**src/pkvt_pkg.sv**
```systemverilog
// Package for the per-key vote mode tracker: sizes, command and state types.
// Used by every module under src; depends on nothing.

package pkvt_pkg;

	// Table sizes. Keys and relations are powers of two, so wrapping an
	// out-of-range id is a plain truncation to the low bits.
	localparam int NUM_KEYS      = 64;
	localparam int NUM_RELATIONS = 64;
	localparam int COUNT_BITS    = 8;

	// Fixed port widths.
	localparam int FUNC_W   = 1;
	localparam int KEY_IN_W = 6;
	localparam int REL_IN_W = 6;
	localparam int LEADER_W = 6;
	localparam int BEST_W   = 8;

	localparam int KEY_W      = $clog2(NUM_KEYS);
	localparam int REL_W      = $clog2(NUM_RELATIONS);
	localparam int ADDR_W     = KEY_W + REL_W;
	localparam int LEN_W      = $clog2(NUM_RELATIONS + 1);
	localparam int VOTE_DEPTH = NUM_KEYS * NUM_RELATIONS;

	// Command queue between front and back.
	localparam int Q_DEPTH = 2;
	localparam int Q_PTR_W = $clog2(Q_DEPTH);
	localparam int Q_CNT_W = $clog2(Q_DEPTH + 1);

	localparam logic [COUNT_BITS-1:0] COUNT_MAX = '1;

	typedef enum logic [FUNC_W-1:0] {
		OP_ADD   = 1'b0,
		OP_QUERY = 1'b1
	} op_t;

	typedef struct packed {
		op_t              op;
		logic [KEY_W-1:0] key;
		logic [REL_W-1:0] rel;
	} cmd_t;

	typedef struct packed {
		logic valid;
		cmd_t cmd;
	} q_push_t;

	typedef struct packed {
		logic valid;
		cmd_t cmd;
	} q_head_t;

	// Per-key summary word: best count and length of the tied-leader list.
	typedef struct packed {
		logic [COUNT_BITS-1:0] best;
		logic [LEN_W-1:0]      len;
	} key_info_t;

	typedef enum logic [1:0] {
		ST_IDLE,
		ST_ADD,
		ST_QINFO,
		ST_QEMIT
	} back_state_t;

endpackage

```
**src/pkvt_queue.sv**
```systemverilog
// Short command queue between the front and back of the vote tracker.
// Depends on pkvt_pkg.

module pkvt_queue (
	input  logic              clk,
	input  logic              arst_n,
	input  pkvt_pkg::q_push_t push,
	output logic              full,
	output pkvt_pkg::q_head_t head,
	input  logic              pop
);

	pkvt_pkg::cmd_t                entry_q [pkvt_pkg::Q_DEPTH];
	logic [pkvt_pkg::Q_PTR_W-1:0]  wr_ptr_q;
	logic [pkvt_pkg::Q_PTR_W-1:0]  rd_ptr_q;
	logic [pkvt_pkg::Q_CNT_W-1:0]  cnt_q;
	logic                          do_push;
	logic                          do_pop;

	function automatic logic [pkvt_pkg::Q_PTR_W-1:0] ptr_inc(
		input logic [pkvt_pkg::Q_PTR_W-1:0] p
	);
		if (p == pkvt_pkg::Q_PTR_W'(pkvt_pkg::Q_DEPTH - 1))
			return '0;
		return p + 1'b1;
	endfunction

	assign full       = (cnt_q == pkvt_pkg::Q_CNT_W'(pkvt_pkg::Q_DEPTH));
	assign head.valid = (cnt_q != '0);
	assign head.cmd   = entry_q[rd_ptr_q];
	assign do_push    = push.valid && !full;
	assign do_pop     = pop && head.valid;

	always_ff @(posedge clk) begin
		if (do_push)
			entry_q[wr_ptr_q] <= push.cmd;
	end

	always_ff @(posedge clk or negedge arst_n) begin
		if (!arst_n) begin
			wr_ptr_q <= '0;
			rd_ptr_q <= '0;
			cnt_q    <= '0;
		end else begin
			if (do_push)
				wr_ptr_q <= ptr_inc(wr_ptr_q);
			if (do_pop)
				rd_ptr_q <= ptr_inc(rd_ptr_q);
			if (do_push && !do_pop)
				cnt_q <= cnt_q + 1'b1;
			else if (do_pop && !do_push)
				cnt_q <= cnt_q - 1'b1;
		end
	end

endmodule

```
**config.mk**
```make
export PLATFORM = sky130hd
export DESIGN_NAME = pkvt_queue
export DESIGN_NICKNAME = d
export VERILOG_FILES = /design/src/pkvt_pkg.sv /design/src/pkvt_queue.sv
export SDC_FILE = /design/constraint.sdc
export NUM_CORES = 1
export LEC_CHECK = 0
export BUFFER_PORTS_ARGS = -buffer_cell sky130_fd_sc_hd__buf_2
export CORE_UTILIZATION = 45
export DETAILED_ROUTE_END_ITERATION = 16
export PLACE_DENSITY = 0.78
export SYNTH_ARGS = -nofsm -noshare
export SYNTH_HDL_FRONTEND = slang
export SYNTH_SLANG_ARGS = --single-unit
```
**constraint.sdc**
```tcl
create_clock -name clk -period 1.8 [get_ports clk]
set_clock_uncertainty 0.1 [all_clocks]
set_input_delay 0.09 -clock clk [delete_from_list [all_inputs] [get_ports clk]]
set_output_delay 0.09 -clock clk [all_outputs]
set_load 0.02 [all_outputs]
```
# Yosys cells after proc, flatten, opt, wreduce, memory -nomap -nowiden
# Memories as Yosys holds them, arrays and structs flattened.
# Cells that the tools add are included.
totals:
  ff_bits: 4
  mem_bits_rw: 26
  input_bits: 17
  output_inout_bits: 15
  word_cells: 30
  mem_count: 1
memory_table:
  columns: ["name", "words", "word_bits", "rd", "rd_ports_with_merged_regs", "wr", "line", "source"]
  rows:
  - ["entry_q", 2, 13, 1, 0, 1, "pkvt_queue.sv:13", "pkvt_pkg::cmd_t entry_q [pkvt_pkg::Q_DEPTH];"]
classes:
  n_addsub: 4
  n_eq_ne: 1
  mux: 12
  n_reduce_logical: 9
ops:
  columns: ["op", "n"]
  rows:
  - ["$mux 1", 10]
  - ["$logic_and 1x1->1", 4]
  - ["$mux 2", 2]
  - ["$reduce_bool 2->1", 2]
  - ["$logic_not 1->1", 3]
  - ["$add 1x1->1 const B", 2]
  - ["$add 2x1->2 const B", 1]
  - ["$eq 2x2->1 const B", 1]
  - ["$sub 2x1->2 const B", 1]

# Depth between registers and ports, before layout
depth:
  ltp_word: 7
  mapped_depth: 7
  ltp_nobuf: 7

# Worst setup path before layout
# Ideal clock, no wire load.
synth_timing:
  path_type: "reg-to-reg"
  startpoint: "register cnt_q[0] in the netlist's numbering"
  endpoint: "memory entry_q[0][0] in the netlist's numbering (enable)"
  setup_ns: 0.382
  arrival_time_ns: 1.201
  required_ns: 1.318
  path_slack_ns: 0.117
  stages_incl_launch_ff: 4
  n_path_buf: 0
  synth_period_minus_slack_ns: 1.683
  cell_sequence: "dfrtp_1 nand2b_1 nand2_1 nor2_1"
synth_between:
  elab_chain_cells: 5
synth_rtl:
  columns: ["element", "line", "source"]
  rows:
  - ["start: declaration", "pkvt_queue.sv:16", "logic [pkvt_pkg::Q_CNT_W-1:0] cnt_q;"]
  - ["start signal: assignment", "pkvt_queue.sv:50", "cnt_q <= cnt_q + 1'b1;"]
  - ["start signal: assignment", "pkvt_queue.sv:52", "cnt_q <= cnt_q - 1'b1;"]
  - ["$eq 2x2->1", "pkvt_queue.sv:28", "assign full = (cnt_q == pkvt_pkg::Q_CNT_W'(pkvt_pkg::Q_DEPTH));"]
  - ["$logic_not 1->1", "pkvt_queue.sv:31", "assign do_push = push.valid && !full;"]
  - ["$logic_and 1x1->1", "pkvt_queue.sv:31", null]
  - ["$mux 1", "pkvt_queue.sv:35", "if (do_push)"]
  - ["$mux 1 (implied by the code)", "pkvt_queue.sv:36", "entry_q[wr_ptr_q] <= push.cmd;"]
  - ["end: declaration", "pkvt_queue.sv:13", null]
# Every way passes these cells.

# Worst setup path after layout
layout_timing:
  startpoint: "register cnt_q[0] in the netlist's numbering"
  endpoint: "memory entry_q[1][2] in the netlist's numbering (enable)"
# The elaborated chain is that of the path after synthesis.

==> impl_metrics.tcl <==
set metrics [dict create \
    regArea_um2 881 \
    met2_usage 0.253 \
    crit_type "reg2reg" \
    path_delay_family "simple AND/OR/NAND/NOR gates" \
    grt.met1_usage 0.159 \
    drt-total-wl_um 1810 \
    coreArea_mm2 0.00230 \
    grt_pass1_wl_um 2820 \
    cts_buffers 5 \
    p_leak_uw 0.000642 \
    rows 17 \
    ant_nets 0 \
    drtIter0Drc 10 \
    drcViolationCount 0 \
    crit_buf_inv 0 \
    cts_tree "yes" \
    die_h_um 52.4 \
    top_usage_layer "met2" \
    max-slew-margin-rel 0.598 \
    setup-violations-final 0 \
    avgSynthCellArea_um2 19.3 \
    grt_use_met3 0.0551 \
    multi_input_area_um2 241 \
    firstDrtPassIters 4 \
    dp_cells 120 \
    cellPowerDensity_mw_per_mm2 1490 \
    finalNetCount 134 \
    period_needed_ns 1.60 \
    end_kind "flop" \
    netlist_instances 59 \
    clock_sinks 30 \
    setup_tns_ns 0 \
    vias 654 \
    status "finished, final reports clean" \
    max_cap_viol_count 0 \
    yosysWarnings 0 \
    fin_cells 145 \
    maxSlewViolCount 0 \
    diodes 0 \
    clock_path_buffers 2 \
    crit_path_start_kind "flop" \
    hold_ws_ns 0.381 \
    io_pins 32 \
    synth_cell_types 14 \
    clk_pin_slew_ns 0.09 \
    port_buffers 31 \
    vdd_drop_max_mv 0.946 \
    clk_latency_ns 0.33 \
    cp_cell_sequence "nand2b_1 > and3_1" \
    netlist_area_mm2 0.00114 \
    synth_seq_cells 30 \
    die_w_um 52.4 \
    grt_antenna_before_repair 0 \
    rsz0062_at_grt "no" \
    tightestPinTransition_ns 0.604 \
    place.gp.congestion 0.597 \
    critPathMaxFanout 13 \
    synthesis.nets 77 \
    grt_pass1_vias 689 \
    critPathMaxStageDelay_ns 0.56 \
    crit_arrival_ns 1.47 \
    grt_usage 0.158 \
    die_area_mm2 0.00274 \
    slowest_stage "and3_1" \
    max_freq_mhz 623 \
    worstHoldPathType "in2reg" \
    root_buffer "clkbuf_4" \
    initial_core_util 0.497 \
    fin_area_mm2 0.00157 \
    grt_max_degree 14 \
    drive_gt1_frac 0.479 \
    syn_to_final_growth_pct 37.8 \
    grt.overflow.total 0 \
    critPathRequiredTime_ns 1.66 \
    avgViaCountPerCell 4.51 \
    hold_viol_final 0 \
    fill_cells 168 \
    placed_area_mm2 0.00134 \
    finalCritPeriodShare 0.891 \
    hpwl_um 1130 \
    htreeDepth 2 \
    post-route-util 0.685 \
    wl_per_cell_um 12.5 \
    ys_seq_area_frac 0.772 \
]
==> placed cells by master, fill, tap and decap left out <==
| cell type | Yosys | routed |
|---|---|---|
| edfxtp_1 | 26 | 26 |
| xnor2_1 | 3 | 3 |
| dfrtp_1 | 4 | 4 |
| buf_2 | 0 | 31 |
| xor2_1 | 2 | 2 |
| clkbuf_1 | 0 | 1 |
| nand2_2 | 1 | 1 |
| or2_4 | 1 | 1 |
| and3_1 | 1 | 1 |
| dlygate4sd3_1 | 0 | 17 |
| nand2_1 | 1 | 1 |
| ha_1 | 1 | 1 |
| mux2_2 | 13 | 13 |
| nand2b_1 | 1 | 1 |
| clkinv_2 | 0 | 1 |
| inv_1 | 2 | 2 |
| clkbuf_4 | 0 | 5 |
| clkbuf_8 | 0 | 1 |
| buf_4 | 0 | 3 |
| nor2_1 | 2 | 2 |
==> synthesized netlist by cell type, drive strengths merged <==
library cell  number  share of area
nand2b             1         0.0055
ha                 1          0.011
and3               1         0.0055
buf                1         0.0099
nand2              2         0.0088
nor2               2         0.0066
xor2               2          0.015
edfxtp            26           0.68
mux2              13           0.13
inv                2         0.0066
xnor2              3          0.023
or2                1         0.0077
dfrtp              4          0.088
==> worst reg2reg max path, cell delays in order (launching register included) <==
cell and delay, ns:
dfrtp_1 0.41, nand2b_1 0.17, and3_1 0.56
==> sequential cells by signal (all words and copies together) (netlist names) <==
name,count
entry_q,26
cnt_q,2
rd_ptr_q,1
wr_ptr_q,1
==> per-stage QoR <==
| stage | power, uW | setup WS, ns |
|---|---|---|
| floorplan | 1680 | 0.117 |
| global placement | 1920 | 0.255 |
| detailed placement | 1940 | 0.195 |
| CTS | 2370 | 0.178 |
| global route | 2470 | 0.0955 |
| finish | 2340 | 0.195 |
==> where the power goes <==
part | switching, uW | internal [uW] | total (uW)
Sequential | 62.8 | 964 | 1030
Clock | 213 | 189 | 402
Combinational | 502 | 410 | 912
Total | 778 | 1560 | 2340
==> what timing repair did <==
item / CTS / global route
gates resized for setup: 0 / 0
endpoints found under the hold margin: 32 / 0
setup endpoints to repair: 0 / 0
hold buffers: 17 / 0
setup buffers: 0 / 0
==> per-layer routing <==
| layer | wire (um) | share of wire |
|---|---|---|
| met4 | 76 | 0.042 |
| met3 | 94 | 0.052 |
| met5 | 0 | 0 |
| met1 | 740 | 0.41 |
| met2 | 896 | 0.50 |
==> cell type report <==
type	instances	share of cell area
inverters	2	0.00477
flip-flops and latches	30	0.560
well taps	28	0.0223
multi-input cells	26	0.154
clock inverters	1	0.00318
clock buffers	7	0.0350
repair buffers	51	0.221
==> cell families (layout without fill, tap and decap cells) <==
kind of cell | after synthesis | count (layout) | synth area share
flip-flops | 30 | 30 | 0.772
AND/OR/NAND/NOR | 7 | 7 | 0.0340
adder cells (fa/ha/maj) | 1 | 1 | 0.0110
XOR/XNOR | 5 | 5 | 0.0384
multiplexers | 13 | 13 | 0.128
buffers and inverters | 3 | 61 | 0.0164
==> worst paths after layout <==
| path | startpoint | slack (ns) | endpoint | cells after the start |
|---|---|---|---|---|
| max in group asynchronous | arst_n | 0.87 | rd_ptr_q | 3 |
| worst min register to register | cnt_q[1] | 0.40 | cnt_q[1] | 1 |
| worst max register to register | cnt_q[0] | 0.20 | entry_q[1][2] | 2 |
| worst min-delay path | push[6] | 0.38 | entry_q[0][6] | 2 |
| min in group asynchronous | arst_n | 0.55 | cnt_q[0] | 3 |
| worst max-delay path | cnt_q[0] | 0.20 | entry_q[1][2] | 2 |
No activity file was read; power rests on OpenSTA's default activity.
